## config.mk

```make
export PLATFORM = sky130hd
export DESIGN_NAME = char_lcd_expander_byte_stream_top
export DESIGN_NICKNAME = d
export VERILOG_FILES = /design/src/hdl/clcd_pkg.sv /design/src/hdl/clcd_front.sv /design/src/hdl/clcd_queue.sv /design/src/hdl/clcd_back.sv /design/src/hdl/char_lcd_expander_byte_stream_top.sv
export SDC_FILE = /design/constraint.sdc
export NUM_CORES = 1
export LEC_CHECK = 0
export BUFFER_PORTS_ARGS = -buffer_cell sky130_fd_sc_hd__buf_2
export CAP_MARGIN = 20
export CORE_MARGIN = 5
export CORE_UTILIZATION = 45
export CTS_BUF_LIST = sky130_fd_sc_hd__clkbuf_8
export DETAILED_ROUTE_END_ITERATION = 10
export GPL_TIMING_DRIVEN = 1
export PLACE_DENSITY = 0.75
export SLEW_MARGIN = 30
export SYNTH_ARGS = -nofsm -noshare
export SYNTH_HDL_FRONTEND = slang
export SYNTH_SLANG_ARGS = --single-unit
```

## constraint.sdc

```tcl
create_clock -name clk_i -period 5.4 [get_ports clk_i]
set_input_delay 0 -clock clk_i [delete_from_list [all_inputs] [get_ports clk_i]]
set_output_delay 0 -clock clk_i [all_outputs]
set_load 0.01 [all_outputs]
```

## src/hdl/clcd_pkg.sv

```systemverilog
// Shared types, constants and helpers for the character-LCD expander byte writer.
// Used by clcd_front, clcd_queue, clcd_back and the top level; no dependencies.
package clcd_pkg;

  localparam int unsigned QueueDepth = 2;
  localparam int unsigned BeatsPerReq = 4;

  typedef enum logic [1:0] {
    KIND_PUT   = 2'd0,
    KIND_MOVE  = 2'd1,
    KIND_CLEAR = 2'd2,
    KIND_HOME  = 2'd3
  } kind_e;

  typedef enum logic [2:0] {
    CFG_BACKLIGHT = 3'd0,
    CFG_SELECT    = 3'd1,
    CFG_ENABLE    = 3'd2,
    CFG_LIGHT     = 3'd3,
    CFG_DATA4     = 3'd4,
    CFG_DATA5     = 3'd5,
    CFG_DATA6     = 3'd6,
    CFG_DATA7     = 3'd7
  } cfg_idx_e;

  localparam logic [7:0] GlyphNewline = 8'd10;
  localparam logic [7:0] GlyphReturn  = 8'd13;
  localparam logic [7:0] CmdClear     = 8'h01;
  localparam logic [7:0] CmdHome      = 8'h02;
  localparam logic [1:0] LastBeat     = 2'(BeatsPerReq - 1);

  typedef struct packed {
    logic            backlight;
    logic [2:0]      select_pin;
    logic [2:0]      enable_pin;
    logic [2:0]      light_pin;
    logic [3:0][2:0] data_pin;
  } cfg_t;

  typedef struct packed {
    logic [7:0] value;
    logic       is_data;
  } entry_t;

  function automatic logic [7:0] line_base(input logic [1:0] line);
    logic [7:0] b;
    unique case (line)
      2'd0: b = 8'h80;
      2'd1: b = 8'hC0;
      2'd2: b = 8'h94;
      default: b = 8'hD4;
    endcase
    return b;
  endfunction

  // beat 0: high nibble + E, 1: high nibble, 2: low nibble + E, 3: low nibble
  function automatic logic [7:0] beat_byte(input entry_t e, input logic [1:0] beat,
                                           input cfg_t cfg);
    logic [3:0] nib;
    logic [7:0] v;
    nib = beat[1] ? e.value[3:0] : e.value[7:4];
    v = 8'h00;
    for (int i = 0; i < 4; i++) begin
      if (nib[i]) v = v | (8'h01 << cfg.data_pin[i]);
    end
    if (e.is_data) v = v | (8'h01 << cfg.select_pin);
    if (cfg.backlight) v = v | (8'h01 << cfg.light_pin);
    if (!beat[0]) v = v | (8'h01 << cfg.enable_pin);
    return v;
  endfunction

endpackage

```

## src/hdl/clcd_front.sv

```systemverilog
// Request front end: accepts requests, tracks the cursor and forms the LCD byte.
// Depends on clcd_pkg.
module clcd_front (
  input  logic               clk_i,
  input  logic               rst_ni,
  input  logic               req_valid_i,
  input  logic [1:0]         req_kind_i,
  input  logic [7:0]         req_glyph_i,
  input  logic [1:0]         req_target_line_i,
  input  logic [7:0]         req_target_column_i,
  output logic               req_ready_o,
  output logic               push_o,
  output clcd_pkg::entry_t   push_entry_o,
  input  logic               queue_full_i
);

  logic [1:0] line_q, line_d;
  logic [7:0] col_q, col_d;
  logic       use_cmd;

  assign req_ready_o = !queue_full_i;
  assign push_o      = req_valid_i && !queue_full_i;

  always_comb begin
    line_d  = line_q;
    col_d   = col_q;
    use_cmd = 1'b1;
    push_entry_o.value   = 8'h00;
    push_entry_o.is_data = 1'b0;
    unique case (clcd_pkg::kind_e'(req_kind_i))
      clcd_pkg::KIND_PUT: begin
        if (req_glyph_i == clcd_pkg::GlyphNewline) begin
          line_d = line_q + 2'd1;
          col_d  = 8'h00;
        end else if (req_glyph_i == clcd_pkg::GlyphReturn) begin
          col_d = 8'h00;
        end else begin
          col_d   = col_q + 8'd1;
          use_cmd = 1'b0;
          push_entry_o.value   = req_glyph_i;
          push_entry_o.is_data = 1'b1;
        end
      end
      clcd_pkg::KIND_MOVE: begin
        line_d = req_target_line_i;
        col_d  = req_target_column_i;
      end
      clcd_pkg::KIND_CLEAR: begin
        line_d  = 2'd0;
        col_d   = 8'h00;
        use_cmd = 1'b0;
        push_entry_o.value = clcd_pkg::CmdClear;
      end
      clcd_pkg::KIND_HOME: begin
        line_d  = 2'd0;
        col_d   = 8'h00;
        use_cmd = 1'b0;
        push_entry_o.value = clcd_pkg::CmdHome;
      end
      default: ;
    endcase
    if (use_cmd) push_entry_o.value = clcd_pkg::line_base(line_d) + col_d;
  end

  always_ff @(posedge clk_i or negedge rst_ni) begin
    if (!rst_ni) begin
      line_q <= 2'd0;
      col_q  <= 8'h00;
    end else if (push_o) begin
      line_q <= line_d;
      col_q  <= col_d;
    end
  end

endmodule

```

## src/hdl/clcd_queue.sv

```systemverilog
// Two-entry queue of LCD bytes between the front end and the beat sequencer.
// Depends on clcd_pkg.
module clcd_queue (
  input  logic             clk_i,
  input  logic             rst_ni,
  input  logic             push_i,
  input  clcd_pkg::entry_t push_entry_i,
  output logic             full_o,
  output logic             pop_valid_o,
  input  logic             pop_ready_i,
  output clcd_pkg::entry_t pop_entry_o
);

  localparam int unsigned PtrW = $clog2(clcd_pkg::QueueDepth);
  localparam int unsigned CntW = $clog2(clcd_pkg::QueueDepth + 1);

  clcd_pkg::entry_t      mem_q [clcd_pkg::QueueDepth];
  logic [PtrW-1:0]       wr_ptr_q, rd_ptr_q;
  logic [CntW-1:0]       count_q;
  logic                  pop;

  assign full_o      = (count_q == CntW'(clcd_pkg::QueueDepth));
  assign pop_valid_o = (count_q != '0);
  assign pop         = pop_valid_o && pop_ready_i;
  assign pop_entry_o = mem_q[rd_ptr_q];

  always_ff @(posedge clk_i or negedge rst_ni) begin
    if (!rst_ni) begin
      wr_ptr_q <= '0;
      rd_ptr_q <= '0;
      count_q  <= '0;
    end else begin
      if (push_i) wr_ptr_q <= (wr_ptr_q == PtrW'(clcd_pkg::QueueDepth - 1)) ? '0
                                                                           : wr_ptr_q + 1'b1;
      if (pop) rd_ptr_q <= (rd_ptr_q == PtrW'(clcd_pkg::QueueDepth - 1)) ? '0
                                                                       : rd_ptr_q + 1'b1;
      if (push_i && !pop) count_q <= count_q + 1'b1;
      else if (pop && !push_i) count_q <= count_q - 1'b1;
    end
  end

  always_ff @(posedge clk_i) begin
    if (push_i) mem_q[wr_ptr_q] <= push_entry_i;
  end

endmodule

```

## src/hdl/clcd_back.sv

```systemverilog
// Beat sequencer: expands one LCD byte into four expander beats with enable strobes.
// Depends on clcd_pkg.
module clcd_back (
  input  logic             clk_i,
  input  logic             rst_ni,
  input  clcd_pkg::cfg_t   cfg_i,
  input  logic             pop_valid_i,
  output logic             pop_ready_o,
  input  clcd_pkg::entry_t pop_entry_i,
  output logic             out_valid_o,
  input  logic             out_ready_i,
  output logic [7:0]       out_byte_o,
  output logic             out_last_o
);

  clcd_pkg::entry_t entry_q;
  logic [1:0]       beat_q;
  logic             busy_q;
  logic [7:0]       byte_q;
  logic             last_q;
  logic             load, advance;

  assign pop_ready_o = !busy_q || (out_ready_i && beat_q == clcd_pkg::LastBeat);
  assign load        = pop_valid_i && pop_ready_o;
  assign advance     = busy_q && out_ready_i;

  assign out_valid_o = busy_q;
  assign out_byte_o  = byte_q;
  assign out_last_o  = last_q;

  always_ff @(posedge clk_i or negedge rst_ni) begin
    if (!rst_ni) begin
      busy_q <= 1'b0;
      beat_q <= 2'd0;
    end else if (load) begin
      busy_q <= 1'b1;
      beat_q <= 2'd0;
    end else if (advance) begin
      if (beat_q == clcd_pkg::LastBeat) busy_q <= 1'b0;
      beat_q <= beat_q + 2'd1;
    end
  end

  always_ff @(posedge clk_i) begin
    if (load) begin
      entry_q <= pop_entry_i;
      byte_q  <= clcd_pkg::beat_byte(pop_entry_i, 2'd0, cfg_i);
      last_q  <= 1'b0;
    end else if (advance) begin
      byte_q  <= clcd_pkg::beat_byte(entry_q, beat_q + 2'd1, cfg_i);
      last_q  <= (beat_q + 2'd1 == clcd_pkg::LastBeat);
    end
  end

endmodule

```

## src/hdl/char_lcd_expander_byte_stream_top.sv

```systemverilog
// Top level of the character-LCD expander byte writer: pin-map registers and wiring.
// Depends on clcd_pkg, clcd_front, clcd_queue, clcd_back.
//
//  channel | dir | handshake                | content
//  s_axis  | in  | tvalid/tready            | one LCD request, kind on tuser
//  m_axis  | out | tvalid/tready, tlast     | one expander byte, tlast on the 4th
//  cfg     | in  | cfg_we_i                 | pin map / backlight register write
//
// Every request yields four output beats, one beat per cycle while the output is
// not stalled; the beat sequencer takes the next byte as the last beat of the one
// before is taken. A request goes through the queue and the beat sequencer's byte
// register to the output; the queue lets the front keep accepting while the output
// stalls. Reset clears cursor and queue and loads the default pin map.
module char_lcd_expander_byte_stream_top (
  input  logic        clk_i,
  input  logic        rst_ni,
  input  logic        s_axis_tvalid_i,
  output logic        s_axis_tready_o,
  input  logic [23:0] s_axis_tdata_i,   // glyph[7:0], target_line[9:8],
                                        // target_column[17:10], zero pad
  input  logic [1:0]  s_axis_tuser_i,   // kind[1:0]
  output logic        m_axis_tvalid_o,
  input  logic        m_axis_tready_i,
  output logic [7:0]  m_axis_tdata_o,   // expander_byte[7:0]
  output logic        m_axis_tlast_o,
  input  logic        cfg_we_i,
  input  logic [2:0]  cfg_idx_i,
  input  logic [2:0]  cfg_data_i
);

  clcd_pkg::cfg_t   cfg_q;
  clcd_pkg::entry_t push_entry, pop_entry;
  logic             push, queue_full, pop_valid, pop_ready;

  always_ff @(posedge clk_i or negedge rst_ni) begin
    if (!rst_ni) begin
      cfg_q.backlight   <= 1'b1;
      cfg_q.select_pin  <= 3'd0;
      cfg_q.enable_pin  <= 3'd2;
      cfg_q.light_pin   <= 3'd3;
      cfg_q.data_pin[0] <= 3'd4;
      cfg_q.data_pin[1] <= 3'd5;
      cfg_q.data_pin[2] <= 3'd6;
      cfg_q.data_pin[3] <= 3'd7;
    end else if (cfg_we_i) begin
      unique case (clcd_pkg::cfg_idx_e'(cfg_idx_i))
        clcd_pkg::CFG_BACKLIGHT: cfg_q.backlight   <= cfg_data_i[0];
        clcd_pkg::CFG_SELECT:    cfg_q.select_pin  <= cfg_data_i;
        clcd_pkg::CFG_ENABLE:    cfg_q.enable_pin  <= cfg_data_i;
        clcd_pkg::CFG_LIGHT:     cfg_q.light_pin   <= cfg_data_i;
        clcd_pkg::CFG_DATA4:     cfg_q.data_pin[0] <= cfg_data_i;
        clcd_pkg::CFG_DATA5:     cfg_q.data_pin[1] <= cfg_data_i;
        clcd_pkg::CFG_DATA6:     cfg_q.data_pin[2] <= cfg_data_i;
        clcd_pkg::CFG_DATA7:     cfg_q.data_pin[3] <= cfg_data_i;
        default: ;
      endcase
    end
  end

  clcd_front u_front (
    .clk_i               (clk_i),
    .rst_ni              (rst_ni),
    .req_valid_i         (s_axis_tvalid_i),
    .req_kind_i          (s_axis_tuser_i),
    .req_glyph_i         (s_axis_tdata_i[7:0]),
    .req_target_line_i   (s_axis_tdata_i[9:8]),
    .req_target_column_i (s_axis_tdata_i[17:10]),
    .req_ready_o         (s_axis_tready_o),
    .push_o              (push),
    .push_entry_o        (push_entry),
    .queue_full_i        (queue_full)
  );

  clcd_queue u_queue (
    .clk_i        (clk_i),
    .rst_ni       (rst_ni),
    .push_i       (push),
    .push_entry_i (push_entry),
    .full_o       (queue_full),
    .pop_valid_o  (pop_valid),
    .pop_ready_i  (pop_ready),
    .pop_entry_o  (pop_entry)
  );

  clcd_back u_back (
    .clk_i       (clk_i),
    .rst_ni      (rst_ni),
    .cfg_i       (cfg_q),
    .pop_valid_i (pop_valid),
    .pop_ready_o (pop_ready),
    .pop_entry_i (pop_entry),
    .out_valid_o (m_axis_tvalid_o),
    .out_ready_i (m_axis_tready_i),
    .out_byte_o  (m_axis_tdata_o),
    .out_last_o  (m_axis_tlast_o)
  );

endmodule

```

# --- Word level (Yosys, flattened, before mapping) ---
# Memory sizes are Yosys's and may differ from the RTL's.
# Index checks and enable logic that the tools add are counted.
# W data, S select, Z words.
word_totals:
  input_bits: 37
  n_memories: 1
  ramBits: 18
  output_inout_bits: 11
  word_cells: 152
  reg_bits: 57
op_classes:
  add_sub_neg: 8
  eq_ne: 17
  muxes: 60
  reduce_logical: 28
  n_shift: 7
  bitwise_logic: 12
mem_list:
  columns: ["name", "depth", "word_bits", "rd", "rd_ports_with_merged_regs", "wr", "line", "text"]
  rows:
  - ["u_queue.mem_q", 2, 9, 1, 0, 1, "clcd_queue.sv:17", "clcd_pkg::entry_t mem_q [clcd_pkg::QueueDepth];"]
op_table:
  columns: ["op", "n"]
  rows:
  - ["$mux W8", 37]
  - ["$or A8 B8 Y8", 12]
  - ["$shl A1 B3 Y8 const A", 7]
  - ["$pmux W8 S3", 2]
  - ["$pmux W7 S3", 1]
  - ["$mux W9", 2]
  - ["$reduce_and A2 Y1", 9]
  - ["$eq A8 B4 Y1 const B", 2]
  - ["$eq A2 B2 Y1 const B", 6]
  - ["$eq A3 B3 Y1 const B", 4]
  - ["$mux W1", 10]
  - ["$mux W2", 5]
  - ["$add A8 B1 Y8 const B", 1]
  - ["$add A8 B8 Y8", 1]
  - ["$reduce_bool A2 Y1", 4]
  - ["$add A2 B1 Y2 const B", 3]
  - ["$eq A3 B2 Y1 const B", 2]
  - ["$logic_and A1 B1 Y1", 6]
  - ["$pmux W2 S3", 1]
  - ["$eq A2 B1 Y1 const B", 2]
  - ["$logic_not A1 Y1", 4]
  - ["$logic_not A2 Y1", 2]
  - ["$mux W4", 1]
  - ["$eq A3 B1 Y1 const B", 1]
  - ["6 further kinds", 7]

# --- Depth between registers and ports, before layout ---
depth:
  ltp_word: 29
  depth_mapped: 11
  depth_no_buf: 11

# --- Modules after synthesis ---
# Synthesis repeated with hierarchy kept, for this count alone.
unflattened:
  cells_unflattened: 411
  hier_area_um2: 4445.5
modules_own_cells:
  columns: ["mod", "cells_each", "n_inst", "seq_area_each_um2", "area_each_um2"]
  rows:
  - ["clcd_back", 189, 1, 605.6, 1654.1]
  - ["clcd_front", 126, 1, 250.2, 997.2]
  - ["char_lcd_expander_byte_stream_top", 52, 1, 565.5, 943.4]
  - ["clcd_queue", 44, 1, 640.6, 850.8]

# --- Worst setup path after synthesis ---
# No wires, ideal clock.
synth_path:
  path_kind: "input port to flip-flop"
  startpoint: "in s_axis_tdata_i[5]"
  endpoint: "mem u_queue.mem_q[0][8] (netlist name) (data pin)"
  path_buffers: 1
  t_required_ns: 5.125
  stages: 11
  setup_slack_ns: 2.851
  setup_time_ns: 0.275
  arrival_ns: 2.275
  path_cell_list: "nor4_4 o211ai_4 and2_1 buf_6 a22o_1 ha_1 and3_1 a31oi_1 a2111oi_2 mux2i_1 o311ai_1"
synth_rtl:
  columns: ["item", "line", "text"]
  rows:
  - ["start: declaration", "char_lcd_expander_byte_stream_top.sv:19", "input logic [23:0] s_axis_tdata_i,"]
  - ["end: declaration", "clcd_queue.sv:17", null]

==> results_dict.tcl <==
set metrics [dict create \
    worst_slew_pin_slew_ps 803 \
    cp_num_buf_inv 0 \
    async_flop_share_pct 52.0 \
    avgSynthCellArea_sq_um 10.6 \
    critical_path_class "flop to flop" \
    min_path_type "input port to flop" \
    hold_viol 0 \
    htreeDepth 3 \
    p_seq_share_pct 44.3 \
    cts_setup_buffers 0 \
    swShare_pct 38.7 \
    stdcell_area_sq_mm 0.00493 \
    drt-total-wl_mm 10.9 \
    switchingPower_uw 861 \
    fin_total_pwr_uw 2230 \
    synthFlopType "edfxtp_1" \
    cp-end-kind "flop" \
    p_int_uw 1370 \
    cp_slowest_stage_delay_ps 410 \
    ios 48 \
    p_comb_share_pct 38.3 \
    busiest_layer "met2" \
    power_density_mw_per_mm2 452 \
    grt_max_degree 40 \
    fin_worst_skew_ps 6.46 \
    synth_top_area_share_pct 23.8 \
    clkSinkCount 75 \
    ys_seq_area_share_pct 46.7 \
    yosys-top-cells-area "edfxtp_1 24%, dfrtp_1 15%, mux2_2 7.4%" \
    grt-ovfl-total 0 \
    cts.clk_slew.worst_paths_ps 80 \
    dpl_cell_area_sq_mm 0.00469 \
    crit_top_cell "ha_1" \
    wl_per_cell_um 18.4 \
    slew_headroom_pct 46.3 \
    dp_hpwl_mm 8.15 \
    ys_warn_count 0 \
    cp_max_fo 4 \
    drive_gt1_share_pct 24.1 \
    clkLatencyLatePin_ps 360 \
    synth.most_common_cell "nand2_1" \
    fmax_ghz 0.358 \
    fin_cells 593 \
    row_count 36 \
    startpoint_type "flop" \
    yosys.area.top_type "edfxtp_1" \
    ys_ff_latch 75 \
    dieHeight_um 109 \
    min_period_ps 2800 \
    outcome "completed" \
    dr.first_iter.drc_count 166 \
    drc_errors 0 \
    crit_chain "ha_1 > nand3_1 > xnor2_1 > a22o_1 > ha_1 > and3_1 > a31oi_1 > a2111oi_2 > mux2i_1 > o311ai_1" \
    tns_ps 0 \
    max_cap_viol_count 0 \
    dieArea_sq_mm 0.0119 \
    yosys-top-cells-count "39 x nand2_1, 35 x edfxtp_1, 29 x mux2_2, 28 x nor2_1, 27 x dfrtp_1" \
    fin_crit_sh_pct 51.8 \
    crit_required_ps 5490 \
    slew_viol_final 0 \
    syn_nets 460 \
    dp.cells 570 \
    port_buffers 41 \
    antennaDiodeCount 0 \
    clockPowerShare_pct 17.4 \
    cts_made_buffers 9 \
    r2r-start "u_front.col_q[0]" \
    clk_path_buf_depth 2 \
    slowest_stage "a2111oi_2" \
    arrival_ps 2890 \
    synth.distinct_cells 65 \
    min_from "s_axis_tdata_i[11]" \
    dr.pass1.iters 5 \
    worst_path_dominant_cell_family "compound AO/OA/AOI/OAI gates" \
    p_leak_uw 0.00190 \
    die_w_um 109 \
    root_buffer "clkbuf_8" \
    antenna_left 0 \
    core_sq_mm 0.00968 \
    initial_core_util_pct 45.6 \
    nets 500 \
    synthCells 415 \
    via_per_inst 5.85 \
    synth-edff-count 35 \
    cts_tree "yes" \
    rsz0062_at_grt "no" \
    grt_pass1_wl_mm 17.8 \
    vias 3471 \
    crit_path_start "u_front.col_q[0]" \
    met1_usage_pct 23.2 \
    gr-usage-met2_pct 34.1 \
    first_global_vias 3529 \
    ir_drop_mv 0.260 \
    syn2layout_area_growth_pct 11.8 \
    synth_area_sq_mm 0.00441 \
    met3_usage_pct 3.91 \
    grt_use_total_pct 19.6 \
    setup_viol 0 \
    antenna_found_initial 0 \
    place_congestion 0.983 \
]
## flip-flops by register name, summed over array words and instances (netlist names)
name	count
cfg_q	22
u_queue.mem_q	18
u_back.entry_q	9
u_back.out_byte_o	8
u_front.col_q	8
u_back.beat_q	2
u_front.line_q	2
u_queue.count_q	2
u_back.out_last_o	1
u_back.out_valid_o	1
u_queue.rd_ptr_q	1
u_queue.wr_ptr_q	1
## kinds of logic after synthesis
group           synth area share [%]
simple gates                    20.2
compound gates                  14.1
flops                           46.7
mux                             10.6
buf+inv                         3.03
xor+xnor                        3.18
fa+ha+maj                       2.27
## layer usage
metal | vias up | routed length, um | share of wire, %
met3 | 33 | 650 | 6.0
met1 | 1644 | 4430 | 41
met5 | - | 0 | 0
li1 | 1640 | - | -
met4 | 0 | 377 | 3.5
met2 | 154 | 5460 | 50
## layout make-up
cell class                 instances  area (sq um)
inverter                          10          37.5
clock inverter                     6          33.8
clock buffer                      10           138
fill                             881          4750
sequential                        75          2060
tap                              133           166
multi-input combinational        311          2220
timing repair buffer              48           278
## power by group through the flow
stage	clock (uW)	combinational [uW]	sequential [uW]
final	388	852	987
after global routing	425	945	1010
after CTS	402	849	987
after detailed placement	0	842	998
after global placement	0	833	992
after floorplan	0	644	934
## stage by stage
step           hold WS (ps)  worst slack [ps]  util, %
6_report               18.5              2600     50.9
5_1_grt                20.9              2410     50.9
4_1_cts                3.17              2600     50.9
3_5_place_dp            180              2510     48.4
3_3_place_gp            157              2530     48.4
2_1_floorplan          -296              2850        -
## timing repair
action / CTS / global route
endpoints found under the setup margin: 0 / 0
resized for setup: 0 / 0
hold buffers: 7 / 0
endpoints found under the hold margin: 44 / 0
## tightest hold or removal path, cell delays in order
cell and delay [ps]:
buf_2 110, a22oi_1 80, o21ai_0 150
## worst paths after layout
check | end | slack [ps] | depth (start not counted)
hold / removal | u_front.col_q[1] | 20 | 3
max in group asynchronous | cfg_q[8] | 4880 | 2
setup / recovery | u_queue.mem_q[0][8] | 2600 | 10
min in group asynchronous | u_back.beat_q[0] | 150 | 2
setup reg to reg | u_queue.mem_q[0][8] | 2600 | 10
hold reg to reg | u_back.out_last_o | 460 | 2
## cell usage in the layout (no fill, tap or decap), types with 5 or more instances in the layout
master and n:
edfxtp_1 35, dfstp_2 12, nand2b_1 19, xnor2_1 11, xor2_1 5, nand4b_1 6
nor2_1 28, nand3_1 12, a22o_1 5, nor3_1 21, o221ai_1 8, dfrtp_1 27
buf_2 40, inv_1 12, dlygate4sd3_1 7, o22ai_1 9, nor2b_1 14, ha_1 8
nand2_1 39, mux2_2 29, a21oi_1 10, o21ai_0 7, mux2i_1 8, a22oi_1 5
clkbuf_8 10
Power figures use the tool's default switching activity.
